`config.mk`:
```
export PLATFORM = sky130hd
export DESIGN_NAME = averaged_pid_beam_angle
export DESIGN_NICKNAME = d
export VERILOG_FILES = /design/src/rtl/apba_pkg.sv /design/src/rtl/averaged_pid_beam_angle.sv
export SDC_FILE = /design/constraint.sdc
export NUM_CORES = 2
export LEC_CHECK = 0
export BUFFER_PORTS_ARGS = -buffer_cell sky130_fd_sc_hd__buf_2
export CAP_MARGIN = 20
export CORE_UTILIZATION = 60
export CTS_CLUSTER_DIAMETER = 40
export DETAILED_ROUTE_END_ITERATION = 12
export PLACE_DENSITY_LB_ADDON = 0.08
export SYNTH_ARGS = -nofsm -noshare
export SYNTH_HDL_FRONTEND = slang
export SYNTH_SLANG_ARGS = --single-unit
```
`constraint.sdc`:
```
create_clock -name clk -period 14 [get_ports clk]
set_input_delay 1.4 -clock clk [delete_from_list [all_inputs] [get_ports clk]]
set_output_delay 1.4 -clock clk [all_outputs]
set_load 0.02 [all_outputs]
```
`src/rtl/apba_pkg.sv`:
```
`default_nettype none

package apba_pkg;

  // Moving-average window
  localparam int AVG_DEPTH = 6;
  localparam int SAMPLE_W  = 16;
  localparam int SUM_W     = SAMPLE_W + $clog2(AVG_DEPTH);
  localparam int POS_W     = $clog2(AVG_DEPTH);
  localparam int FILL_W    = $clog2(AVG_DEPTH + 1);

  // Average by reciprocal multiply: floor(sum * AVG_RECIP >> AVG_SHIFT) is exact
  // for every sum below 2^SUM_W
  localparam int AVG_SHIFT  = SUM_W + $clog2(AVG_DEPTH);
  localparam int AVG_RECIP  = ((1 << AVG_SHIFT) + AVG_DEPTH - 1) / AVG_DEPTH;
  localparam int RECIP_W    = SUM_W + 1;
  localparam int AVG_PROD_W = SUM_W + RECIP_W;

  // Datapath widths
  localparam int ERR_W     = 17;
  localparam int DIFF_W    = ERR_W + 1;
  localparam int ANGLE_W   = 15;
  localparam int DELTA_W   = 16;
  localparam int INTEG_W   = 32;
  localparam int ACC_W     = 35;
  localparam int FRAC_W    = 8;

  // Shared multiplier: unsigned gain times signed error term
  localparam int MUL_A_W   = 19;
  localparam int MUL_B_W   = DIFF_W;
  localparam int MUL_P_W   = MUL_A_W + 1 + MUL_B_W;
  localparam int SCALED_W  = MUL_P_W - FRAC_W;

  // Restoring divider for the period, one quotient bit per cycle
  localparam int DIV_W     = 29;
  localparam int DEN_W     = 8;
  localparam int CNT_W     = $clog2(DIV_W + 1);

  // Config port
  localparam int CFG_W     = 19;
  localparam int CFG_IDX_W = 3;

  // Register widths
  localparam int SETPOINT_W = 16;
  localparam int PGAIN_W    = 12;
  localparam int IGAIN_W    = 10;
  localparam int DGAIN_W    = 19;
  localparam int PERIOD_W   = 8;
  localparam int WINDOW_W   = 16;
  localparam int LIMIT_W    = 14;

  typedef enum logic [CFG_IDX_W-1:0] {
    REG_SETPOINT     = 3'd0,
    REG_PROP_GAIN    = 3'd1,
    REG_INTEG_GAIN   = 3'd2,
    REG_DERIV_GAIN   = 3'd3,
    REG_LOOP_PERIOD  = 3'd4,
    REG_INTEG_WINDOW = 3'd5,
    REG_ANGLE_LIMIT  = 3'd6
  } cfg_reg_t;

  typedef enum logic [3:0] {
    ST_IDLE,
    ST_AVG,
    ST_ERR,
    ST_MUL_P,
    ST_MUL_I,
    ST_MUL_D,
    ST_D_LOAD,
    ST_D_DIV,
    ST_D_ADD,
    ST_CLAMP
  } state_t;

endpackage

`default_nettype wire

```
`src/rtl/averaged_pid_beam_angle.sv`:
```
`default_nettype none

// Channel   | Dir | Beat contents (low bit first)
// ----------+-----+------------------------------------------------------------
// s_axis    | in  | tdata: distance_sample[15:0]
// m_axis    | out | tdata: beam_angle[14:0], rotation_delta[30:15],
//           |     |        position_error[47:31]
// cfg       | in  | cfg_we / cfg_index / cfg_data, write only, no wait
//
// A sample that does not complete the averaging window is taken and s_axis stays ready.
// A sample that yields a result goes through the reciprocal-multiply average, the
// error, the P, I and D products on the shared multiplier, a divider load, the
// period division over DIV_W quotient bits, then add and clamp; its beat turns
// valid and s_axis is ready again in the same cycle, when the clamp step ends.
// rst is synchronous, clears state and window and restores the config defaults.
// A finished result sits in the output register; s_axis is not ready while
// a result is being worked on, and the clamp step waits for a stalled m_axis.

module averaged_pid_beam_angle (
  input  logic                           clk,
  input  logic                           rst,
  input  logic                           cfg_we,
  input  logic [apba_pkg::CFG_IDX_W-1:0] cfg_index,
  input  logic [apba_pkg::CFG_W-1:0]     cfg_data,
  input  logic                           s_axis_tvalid,
  output logic                           s_axis_tready,
  input  logic [15:0]                    s_axis_tdata,   // distance_sample[15:0]
  output logic                           m_axis_tvalid,
  input  logic                           m_axis_tready,
  output logic [47:0]                    m_axis_tdata    // beam_angle, rotation_delta,
                                                         // position_error
);
  import apba_pkg::*;

  state_t state, state_next;

  // Config registers
  logic [SETPOINT_W-1:0] setpoint;
  logic [PGAIN_W-1:0]    prop_gain;
  logic [IGAIN_W-1:0]    integ_gain;
  logic [DGAIN_W-1:0]    deriv_gain;
  logic [PERIOD_W-1:0]   loop_period;
  logic [WINDOW_W-1:0]   integ_window;
  logic [LIMIT_W-1:0]    angle_limit;

  // Sample window and running sum
  logic [SAMPLE_W-1:0] sample_window [AVG_DEPTH];
  logic [SUM_W-1:0]    run_sum, run_sum_next;
  logic [FILL_W-1:0]   fill_count, fill_next;
  logic [POS_W-1:0]    wpos;

  // Average
  logic [AVG_PROD_W-1:0] avg_prod;
  logic [SAMPLE_W-1:0]   avg_r;

  // Controller state
  logic signed [ERR_W-1:0]   previous_error;
  logic signed [INTEG_W-1:0] integral_sum;
  logic signed [ANGLE_W-1:0] current_angle;

  // Working registers
  logic signed [ERR_W-1:0]   err_r;
  logic signed [DIFF_W-1:0]  diff_r;
  logic                      win_r;
  logic signed [INTEG_W-1:0] integ_r;
  logic signed [ACC_W-1:0]   acc;

  // Shared multiplier
  logic [MUL_A_W-1:0]         mul_a;
  logic signed [MUL_B_W-1:0]  mul_b;
  logic signed [MUL_P_W-1:0]  mul_prod, mul_q;
  logic signed [SCALED_W-1:0] mul_scaled;

  // Period divider
  logic [DIV_W-1:0] div_num;
  logic [DEN_W-1:0] div_rem, div_den, div_rem_next;
  logic [DEN_W:0]   div_trial;
  logic             div_ge, div_neg, div_step;
  logic [CNT_W-1:0] div_cnt;

  // Output register
  logic signed [ANGLE_W-1:0] beam_q;
  logic signed [DELTA_W-1:0] delta_q;
  logic signed [ERR_W-1:0]   err_q;

  logic                      accept, out_free, out_load;
  logic [ERR_W-1:0]          err_mag;
  logic signed [INTEG_W:0]   isum_wide;
  logic signed [INTEG_W-1:0] isum_sat;
  logic signed [SCALED_W-1:0] dquot;
  logic signed [ACC_W-1:0]   lim_pos, lim_neg, clamped;
  logic signed [ANGLE_W-1:0] target;
  logic signed [DELTA_W-1:0] delta;

  assign accept   = s_axis_tvalid && s_axis_tready;
  assign out_free = !m_axis_tvalid || m_axis_tready;

  // Running sum: drop the overwritten sample, add the new one
  assign run_sum_next = run_sum - SUM_W'(sample_window[wpos]) + SUM_W'(s_axis_tdata);
  assign fill_next    = (fill_count == FILL_W'(AVG_DEPTH)) ? fill_count
                                                           : fill_count + 1'b1;

  // Window average as a constant reciprocal multiply
  assign avg_prod = AVG_PROD_W'(run_sum) * AVG_PROD_W'(AVG_RECIP);

  // Next state
  always_comb begin
    state_next = state;
    case (state)
      ST_IDLE:   if (accept && fill_next == FILL_W'(AVG_DEPTH)) state_next = ST_AVG;
      ST_AVG:    state_next = ST_ERR;
      ST_ERR:    state_next = ST_MUL_P;
      ST_MUL_P:  state_next = ST_MUL_I;
      ST_MUL_I:  state_next = ST_MUL_D;
      ST_MUL_D:  state_next = ST_D_LOAD;
      ST_D_LOAD: state_next = ST_D_DIV;
      ST_D_DIV:  if (div_cnt == CNT_W'(1)) state_next = ST_D_ADD;
      ST_D_ADD:  state_next = ST_CLAMP;
      ST_CLAMP:  if (out_free) state_next = ST_IDLE;
      default:   state_next = ST_IDLE;
    endcase
  end

  // Sequencer outputs
  always_comb begin
    s_axis_tready = 1'b0;
    div_step      = 1'b0;
    out_load      = 1'b0;
    mul_a         = '0;
    mul_b         = '0;
    case (state)
      ST_IDLE:  s_axis_tready = 1'b1;
      ST_MUL_P: begin
        mul_a = MUL_A_W'(prop_gain);
        mul_b = MUL_B_W'(err_r);
      end
      ST_MUL_I: begin
        mul_a = MUL_A_W'(integ_gain);
        mul_b = MUL_B_W'(err_r);
      end
      ST_MUL_D: begin
        mul_a = MUL_A_W'(deriv_gain);
        mul_b = diff_r;
      end
      ST_D_DIV: div_step = 1'b1;
      ST_CLAMP: out_load = out_free;
      default: ;
    endcase
  end

  // Multiplier and its floor-scaled product
  assign mul_prod   = $signed({1'b0, mul_a}) * mul_b;
  assign mul_scaled = mul_q[MUL_P_W-1:FRAC_W];

  // Restoring divider step
  assign div_trial    = {div_rem, div_num[DIV_W-1]};
  assign div_ge       = div_trial >= {1'b0, div_den};
  assign div_rem_next = div_ge ? DEN_W'(div_trial - {1'b0, div_den}) : div_trial[DEN_W-1:0];

  // Floor quotient: negative numerators were divided as their complement
  assign dquot = div_neg ? ~$signed({1'b0, div_num}) : $signed({1'b0, div_num});

  // Integral update with 32-bit saturation
  assign err_mag   = err_r[ERR_W-1] ? ERR_W'(-err_r) : ERR_W'(err_r);
  assign isum_wide = (INTEG_W+1)'(integral_sum) + (INTEG_W+1)'(mul_scaled);
  always_comb begin
    if (isum_wide[INTEG_W] != isum_wide[INTEG_W-1])
      isum_sat = isum_wide[INTEG_W] ? {1'b1, {(INTEG_W-1){1'b0}}}
                                    : {1'b0, {(INTEG_W-1){1'b1}}};
    else
      isum_sat = isum_wide[INTEG_W-1:0];
  end

  // Angle clamp and delta
  assign lim_pos = $signed(ACC_W'(angle_limit));
  assign lim_neg = -lim_pos;
  always_comb begin
    if (acc > lim_pos)      clamped = lim_pos;
    else if (acc < lim_neg) clamped = lim_neg;
    else                    clamped = acc;
  end
  assign target = clamped[ANGLE_W-1:0];
  assign delta  = DELTA_W'(target) - DELTA_W'(current_angle);

  // Control state, config and controller memory
  always_ff @(posedge clk) begin
    if (rst) begin
      state          <= ST_IDLE;
      setpoint       <= SETPOINT_W'(2500);
      prop_gain      <= PGAIN_W'(512);
      integ_gain     <= IGAIN_W'(51);
      deriv_gain     <= DGAIN_W'(25600);
      loop_period    <= PERIOD_W'(10);
      integ_window   <= WINDOW_W'(200);
      angle_limit    <= LIMIT_W'(3500);
      for (int i = 0; i < AVG_DEPTH; i++) sample_window[i] <= '0;
      run_sum        <= '0;
      fill_count     <= '0;
      wpos           <= '0;
      previous_error <= '0;
      integral_sum   <= '0;
      current_angle  <= '0;
      div_cnt        <= '0;
      m_axis_tvalid  <= 1'b0;
    end else begin
      state <= state_next;

      if (cfg_we) begin
        case (cfg_index)
          REG_SETPOINT:     setpoint     <= cfg_data[SETPOINT_W-1:0];
          REG_PROP_GAIN:    prop_gain    <= cfg_data[PGAIN_W-1:0];
          REG_INTEG_GAIN:   integ_gain   <= cfg_data[IGAIN_W-1:0];
          REG_DERIV_GAIN:   deriv_gain   <= cfg_data[DGAIN_W-1:0];
          REG_LOOP_PERIOD:  loop_period  <= cfg_data[PERIOD_W-1:0];
          REG_INTEG_WINDOW: integ_window <= cfg_data[WINDOW_W-1:0];
          REG_ANGLE_LIMIT:  angle_limit  <= cfg_data[LIMIT_W-1:0];
          default: ;
        endcase
      end

      if (accept) begin
        sample_window[wpos] <= s_axis_tdata;
        run_sum             <= run_sum_next;
        fill_count          <= fill_next;
        wpos                <= (wpos == POS_W'(AVG_DEPTH - 1)) ? '0 : wpos + 1'b1;
      end

      // Divider step counter
      if (state == ST_D_LOAD)
        div_cnt <= CNT_W'(DIV_W);
      else if (div_step)
        div_cnt <= div_cnt - 1'b1;

      if (out_load) begin
        current_angle  <= target;
        previous_error <= err_r;
        integral_sum   <= integ_r;
      end

      if (out_load)
        m_axis_tvalid <= 1'b1;
      else if (m_axis_tready)
        m_axis_tvalid <= 1'b0;
    end
  end

  // Datapath registers
  always_ff @(posedge clk) begin
    mul_q <= mul_prod;

    // Divider operands and steps
    if (div_step) begin
      div_num <= {div_num[DIV_W-2:0], div_ge};
      div_rem <= div_rem_next;
    end else if (state == ST_D_LOAD) begin
      div_neg <= mul_scaled[SCALED_W-1];
      div_num <= mul_scaled[SCALED_W-1] ? ~mul_scaled[DIV_W-1:0] : mul_scaled[DIV_W-1:0];
      div_rem <= '0;
      div_den <= (loop_period == '0) ? DEN_W'(1) : loop_period;
    end

    case (state)
      ST_AVG:
        avg_r <= avg_prod[AVG_SHIFT +: SAMPLE_W];
      ST_ERR:
        err_r <= $signed({1'b0, setpoint}) - $signed({1'b0, avg_r});
      ST_MUL_P: begin
        diff_r <= DIFF_W'(err_r) - DIFF_W'(previous_error);
        win_r  <= err_mag < ERR_W'(integ_window);
      end
      // P term lands in the accumulator
      ST_MUL_I:  acc <= ACC_W'(current_angle) + ACC_W'(mul_scaled);
      ST_MUL_D:  integ_r <= win_r ? isum_sat : '0;
      ST_D_LOAD: acc <= acc + ACC_W'(integ_r);
      ST_D_ADD:  acc <= acc + ACC_W'(dquot);
      default: ;
    endcase

    if (out_load) begin
      beam_q  <= target;
      delta_q <= delta;
      err_q   <= err_r;
    end
  end

  assign m_axis_tdata = {err_q, delta_q, beam_q};

endmodule

`default_nettype wire
```
[Word level (Yosys, flattened, before mapping)]
Memories as Yosys holds them, arrays and structs flattened. A register that Yosys moved wholly into a read port is not among the register bits.
Index checks and enable logic that the tools add are counted.
Word-level totals
  bits of input ports: 43
  memories kept: 1
  word-level logic and storage cells: 139
  flip-flop bits (word level): 445
  RAM bits: 96
  output and inout bits: 50
Operators by class
  magnitude comparators: 4
  reduce and logical (&&, ||, !) cells: 22
  $mul: 2
  mux-type cells: 38
  add/sub/neg operators: 15
  equality and inequality tests: 23
  bitwise operators: 3
Memory list
  sample_window: depth 6, width 16, rd ports 1, clocked after memory_dff 1, wr ports 6, line averaged_pid_beam_angle.sv:47  | logic [SAMPLE_W-1:0] sample_window [AVG_DEPTH];
Operators with widths (count)
  $pmux W35 S3: 1
  $mux W29: 3
  $mux W32: 2
  $pmux W19 S3: 1
  $pmux W4 S10: 1
  $mul A19 B20 Y38 const B: 1
  $mul A20 B18 Y38: 1
  $pmux W18 S2: 1
  $add A35 B30 Y35: 1
  $add A35 B32 Y35: 1
  $gt A35 B15 Y1: 1
  $lt A35 B35 Y1: 1
  $neg A14 Y35: 1
  $add A32 B30 Y33: 1
  $add A15 B30 Y31: 1
  $mux W15: 2
  $mux W30: 1
  $not A29 Y30: 1
  $not A29 Y29: 1
  $mux W8: 3
  $add A19 B16 Y19: 1
  $sub A19 B16 Y19: 1
  $eq A3 B3 Y1 const B: 6
  $sub A17 B17 Y18: 1
  other kinds (36): 72

[Logic depth before layout (Yosys ltp)]
  word-level depth: 8
  depth in mapped cells: 32

[Worst setup path before layout]
Ideal clock, no wire load.
  path kind: register -> register
  start: register state[0]
  end: register mul_q[27]
  setup slack: 5.837 ns
  required time: 13.928 ns
  stages on the path, launching flop included: 28
  buffers on the path: 4
  arrival time: 8.091 ns
  path through: dfxtp_1 -> buf_4 -> nand2b_1 -> nor3b_1 -> buf_2 -> clkbuf_1 -> buf_1 -> nand2_1 -> nor2_1 -> fa_1 -> fa_1 -> fa_1 -> inv_1 -> fa_1 -> inv_1 -> fa_1 -> inv_1 -> fa_1 -> inv_1 -> ha_1 -> a211o_1 -> a21oi_1 -> a31oi_2 -> a31o_2 -> a21oi_1 -> o21bai_1 -> a21oi_1 -> xnor2_1
On the way
  word-level cells in the longest chain between the ends: 4
  elaborated cells on any way between the ends: 7
  those cells by class: mul: 1; eq/ne: 3; mux: 2; reduce/logical: 1
Ends and longest elaborated chain
  start, declared: line averaged_pid_beam_angle.sv:35  | state_t state, state_next;
  start signal, assigned: line averaged_pid_beam_angle.sv:206  | state <= state_next;
  $eq A4 B3 Y1 / $eq A4 B2 Y1 (equally long branches): line averaged_pid_beam_angle.sv:131  | case (state)
  $reduce_or A2 Y1 (no line)
  $pmux W18 S2: line averaged_pid_beam_angle.sv:131
  $mul A20 B18 Y38 (*): line averaged_pid_beam_angle.sv:152  | assign mul_prod = $signed({1'b0, mul_a}) * mul_b;
  via mul_prod[27]: line averaged_pid_beam_angle.sv:71  | logic signed [MUL_P_W-1:0] mul_prod, mul_q;
  end signal, assigned: line averaged_pid_beam_angle.sv:249  | mul_q <= mul_prod;
  end, declared: line averaged_pid_beam_angle.sv:71
The timed path passes the listed nets; every way through them passes the cells marked *.
A chain may end at the register's enable or synchronous reset.

[Worst setup path in the final report]
  start: register state[0]
  end: register mul_q[36]
The elaborated chain is that of the path after synthesis.

==> impl_metrics.sql <==
INSERT INTO impl_metrics (metric_group, metric, value, unit) VALUES
('critical_path', 'r2r_slack', '5.25', 'ns'),
('clocking', 'clk-insertion-delay-late', '0.69', 'ns'),
('yosys', 'synth-seq-cells', '568', ''),
('yosys', 'compound_gate_portion_of_the_synthesized_area', '0.1263', ''),
('yosys', 'synth_xor_area_frac', '0.04340', ''),
('placed_design', 'place.detailed.hpwl', '96.48', 'mm'),
('critical_path', 'crit_slowest_cell', 'sky130_fd_sc_hd__dfxtp_1', ''),
('routing', 'detail-route-antenna-nets', '0', ''),
('yosys', 'synthCells', '5184', ''),
('sta', 'timing.final.setup_violations', '0', ''),
('yosys', 'synth-simple-area-share', '0.1367', ''),
('clocking', 'cts_root_buf', 'sky130_fd_sc_hd__clkbuf_16', ''),
('cells_and_area', 'drive_gt1_frac', '0.08487', ''),
('critical_path', 'cp-start-kind', 'flop', ''),
('critical_path', 'destination_of_the_critical_timing_path', 'mul_q[36]$_DFF_P_', ''),
('yosys', 'syn-num-nets', '6122', ''),
('critical_path', 'timing.rr.end', 'mul_q[36]$_DFF_P_', ''),
('yosys', 'post-synth-top-count-cell', 'sky130_fd_sc_hd__inv_1', ''),
('min_path', 'worstHoldStart', 'previous_error[15]$_SDFFE_PP0P_', ''),
('min_path', 'hold_path_class', 'reg2reg', ''),
('yosys', 'synth_async_sr_flop_share', '0', ''),
('placed_design', 'finalWeightedCongestion', '0.9825', ''),
('cells_and_area', 'layout.nets', '6161', ''),
('yosys', 'most_used_standard_cells_in_the_synthesized_netlist', 'sky130_fd_sc_hd__inv_1, sky130_fd_sc_hd__nand2_1, sky130_fd_sc_hd__ha_1', ''),
('die', 'die-height', '286.1', 'microns'),
('yosys', 'synth.yosys.seq_area_share', '0.3052', ''),
('sta', 'final_min_period_over_clock_period', '0.6247', ''),
('die', 'die_area', '81860', 'sq um'),
('yosys', 'avgSynthCellArea', '9.343', 'sq um'),
('sta', 'rsz0062_at_grt', 'no', ''),
('grt', 'first_global_vias', '36640', ''),
('routing', 'drt_first_iter_violations', '2681', ''),
('routing', 'finalWirelength', '127.5', 'mm'),
('power_and_ir_drop', 'power_per_cell_area', '187.8', 'nW/um^2'),
('routing', 'route.detailed.vias_per_inst', '5.820', ''),
('yosys', 'yosysTopAreaCell', 'sky130_fd_sc_hd__edfxtp_1', ''),
('critical_path', 'r2r.worst_path.cells', '25', ''),
('cells_and_area', 'syn2layout_area_growth', '9.840', '%'),
('yosys', 'synth_top_cell_area_share', '0.2114', ''),
('sta', 'fmaxAchievable', '0.1143', 'GHz'),
('flow_run', 'cap_viol_max_count', '0', ''),
('die', 'initial_core_util', '0.6101', ''),
('sta', 'finalWorstPathRequiredPeriod', '8.746', 'ns'),
('sta', 'finClkSkew', '0.08211', 'ns'),
('sta', 'final.setup.tns', '0', 'ns'),
('yosys', 'synthTopCellsByArea', 'sky130_fd_sc_hd__edfxtp_1, sky130_fd_sc_hd__fa_1, sky130_fd_sc_hd__ha_1', ''),
('yosys', 'synth_area', '48430', 'sq um'),
('routing', 'detailroute.via_count', '36980', ''),
('die', 'die_width', '286.1', 'microns'),
('grt', 'grt_util_all_layers', '0.3176', ''),
('die', 'placement_rows', '103', ''),
('critical_path', 'critical_path.most_common_cell', 'sky130_fd_sc_hd__fa_1', ''),
('power_and_ir_drop', 'worst_case_vdd_ir_drop', '155.5', 'uV'),
('sta', 'finalHoldViolations', '0', ''),
('power_and_ir_drop', 'total_leakage_power', '0.02364', 'uW'),
('critical_path', 'critical_path_arrival', '9.29', 'ns'),
('yosys', 'edff_count_synth', '341', ''),
('status', 'outcome', 'finished clean', ''),
('yosys', 'count_of_unique_library_cells_instantiated_by_yosys', '101', ''),
('critical_path', 'slowest_delay', '0.84', 'ns'),
('critical_path', 'worst-endpoint-required', '14.55', 'ns'),
('grt', 'grt_max_degree', '92', ''),
('critical_path', 'timing.critical_path.fanout_max', '90', ''),
('clocking', 'ctsLongestPathBuffers', '3', ''),
('clocking', 'cts.sink_count', '568', ''),
('sta', 'timing.final.max_slew_violations', '0', ''),
('clocking', 'cts_htree_levels', '3', ''),
('yosys', 'main_combinational_cell_family_by_area_after_synthesis', 'adder cells', ''),
('yosys', 'yosys_most_used_dff', 'sky130_fd_sc_hd__edfxtp_1', ''),
('grt', 'grt_first_pass_wirelength', '201.7', 'mm'),
('sta', 'fin_hold_ws', '0.4524', 'ns');
-- metal layers --
layer	wire length, microns	global-route usage	up-vias
met5	42	0	-
met4	4178	0.1090	6
met3	10100	0.05676	252
met2	58270	0.5046	1307
met1	54920	0.4391	17920
li1	-	-	17490
-- worst min path at each step --
| stage | to | slack (ns) | cells after the start |
|---|---|---|---|
| floorplan | integ_gain[0]$_SDFFE_PP1P_ | 0.43 | 2 |
| global placement | previous_error[7]$_SDFFE_PP0P_ | 0.44 | 2 |
| detailed placement | previous_error[10]$_SDFFE_PP0P_ | 0.45 | 2 |
| CTS | previous_error[15]$_SDFFE_PP0P_ | 0.45 | 2 |
| global route | previous_error[15]$_SDFFE_PP0P_ | 0.46 | 2 |
| finish | previous_error[15]$_SDFFE_PP0P_ | 0.45 | 2 |
-- critical path, delay by kind of cell (launching register included) --
kind,cells,cell delay [ns]
AND/OR/NAND/NOR,6,1.58
adder cells (fa/ha/maj),7,3.41
XOR/XNOR,1,0.13
buffers and inverters,4,0.97
flip-flops,1,0.84
AO/OA/AOI/OAI,7,1.65
-- placed cells by master (no fill, tap or decap), types with 19 or more instances in the layout --
cell / instances
sky130_fd_sc_hd__inv_1: 746
sky130_fd_sc_hd__nand2_1: 674
sky130_fd_sc_hd__ha_1: 499
sky130_fd_sc_hd__nor2_1: 445
sky130_fd_sc_hd__fa_1: 396
sky130_fd_sc_hd__edfxtp_1: 341
sky130_fd_sc_hd__a21oi_1: 324
sky130_fd_sc_hd__dfxtp_1: 225
sky130_fd_sc_hd__xnor2_1: 185
sky130_fd_sc_hd__o21ai_0: 180
sky130_fd_sc_hd__clkbuf_16: 93
sky130_fd_sc_hd__buf_2: 91
sky130_fd_sc_hd__a21o_1: 85
sky130_fd_sc_hd__nor3_1: 74
sky130_fd_sc_hd__nand3_1: 70
sky130_fd_sc_hd__xor2_1: 55
sky130_fd_sc_hd__buf_4: 50
sky130_fd_sc_hd__o21a_1: 37
sky130_fd_sc_hd__nand2b_1: 33
sky130_fd_sc_hd__nor4_1: 33
sky130_fd_sc_hd__and2_1: 33
sky130_fd_sc_hd__mux4_2: 32
sky130_fd_sc_hd__a211oi_1: 31
sky130_fd_sc_hd__nor2b_1: 30
sky130_fd_sc_hd__a31oi_1: 30
sky130_fd_sc_hd__a22oi_1: 26
sky130_fd_sc_hd__nand4_1: 25
sky130_fd_sc_hd__o211ai_1: 24
sky130_fd_sc_hd__o21bai_1: 22
sky130_fd_sc_hd__and3_1: 21
sky130_fd_sc_hd__or3_1: 21
sky130_fd_sc_hd__a21boi_0: 20
sky130_fd_sc_hd__a22o_1: 20
sky130_fd_sc_hd__o21ai_2: 19
sky130_fd_sc_hd__o31ai_1: 19
-- logic make-up (layout without fill, tap and decap cells) --
family                     Yosys count  count (layout)
and+or+nand+nor                   1524            1524
DFF                                568             568
other                                0               2
adders and majority gates          895             895
xor gates and xnor gates           240             240
AOI/OAI and AO/OA                  950             950
buffers and inverters              948            1066
muxes                               59              59
-- final cells by class --
type / instances / area, sq um / share of cell area
sequential: 568 / 14790 / 0.2779
antenna: 2 / 5.005 / 0.00009408
timing repair buffer: 143 / 853.3 / 0.01604
multi-input combinational: 3668 / 30110 / 0.5659
inverter: 751 / 2821 / 0.05304
tap: 1050 / 1314 / 0.02469
clock inverter: 72 / 930.9 / 0.01750
clock buffer: 100 / 2384 / 0.04480
-- per-stage QoR --
stage	worst slack, ns	total power, uW	utilization	instances	cell area [sq um]
floorplan	5.837	6333	-	5184	48430
global placement	5.506	7463	0.6282	6179	49870
detailed placement	5.318	7585	0.6282	6179	49870
CTS	5.308	10010	0.6699	6351	53180
global route	4.807	10870	0.6701	6353	53200
finish	5.254	9990	0.6701	6354	53200
-- state kept, by name (all words and copies together), names as in the netlist, 17 cells and up, named ones only --
name / cells
err_q: 17
integral_sum: 32
previous_error: 17
sample_window: 128
deriv_gain: 19
mul_q: 30
integ_r: 32
acc: 35
div_num: 29
run_sum: 19
err_r: 17
diff_r: 18
-- where the power goes --
part	switching [uW]	internal, uW	total [uW]	leakage [uW]
clock network	949	1430	2380	0.00159
registers	308	2190	2500	0.00509
logic	2980	2130	5110	0.0170
total	4230	5760	9990	0.0236
(Power assumes the default switching activity.)
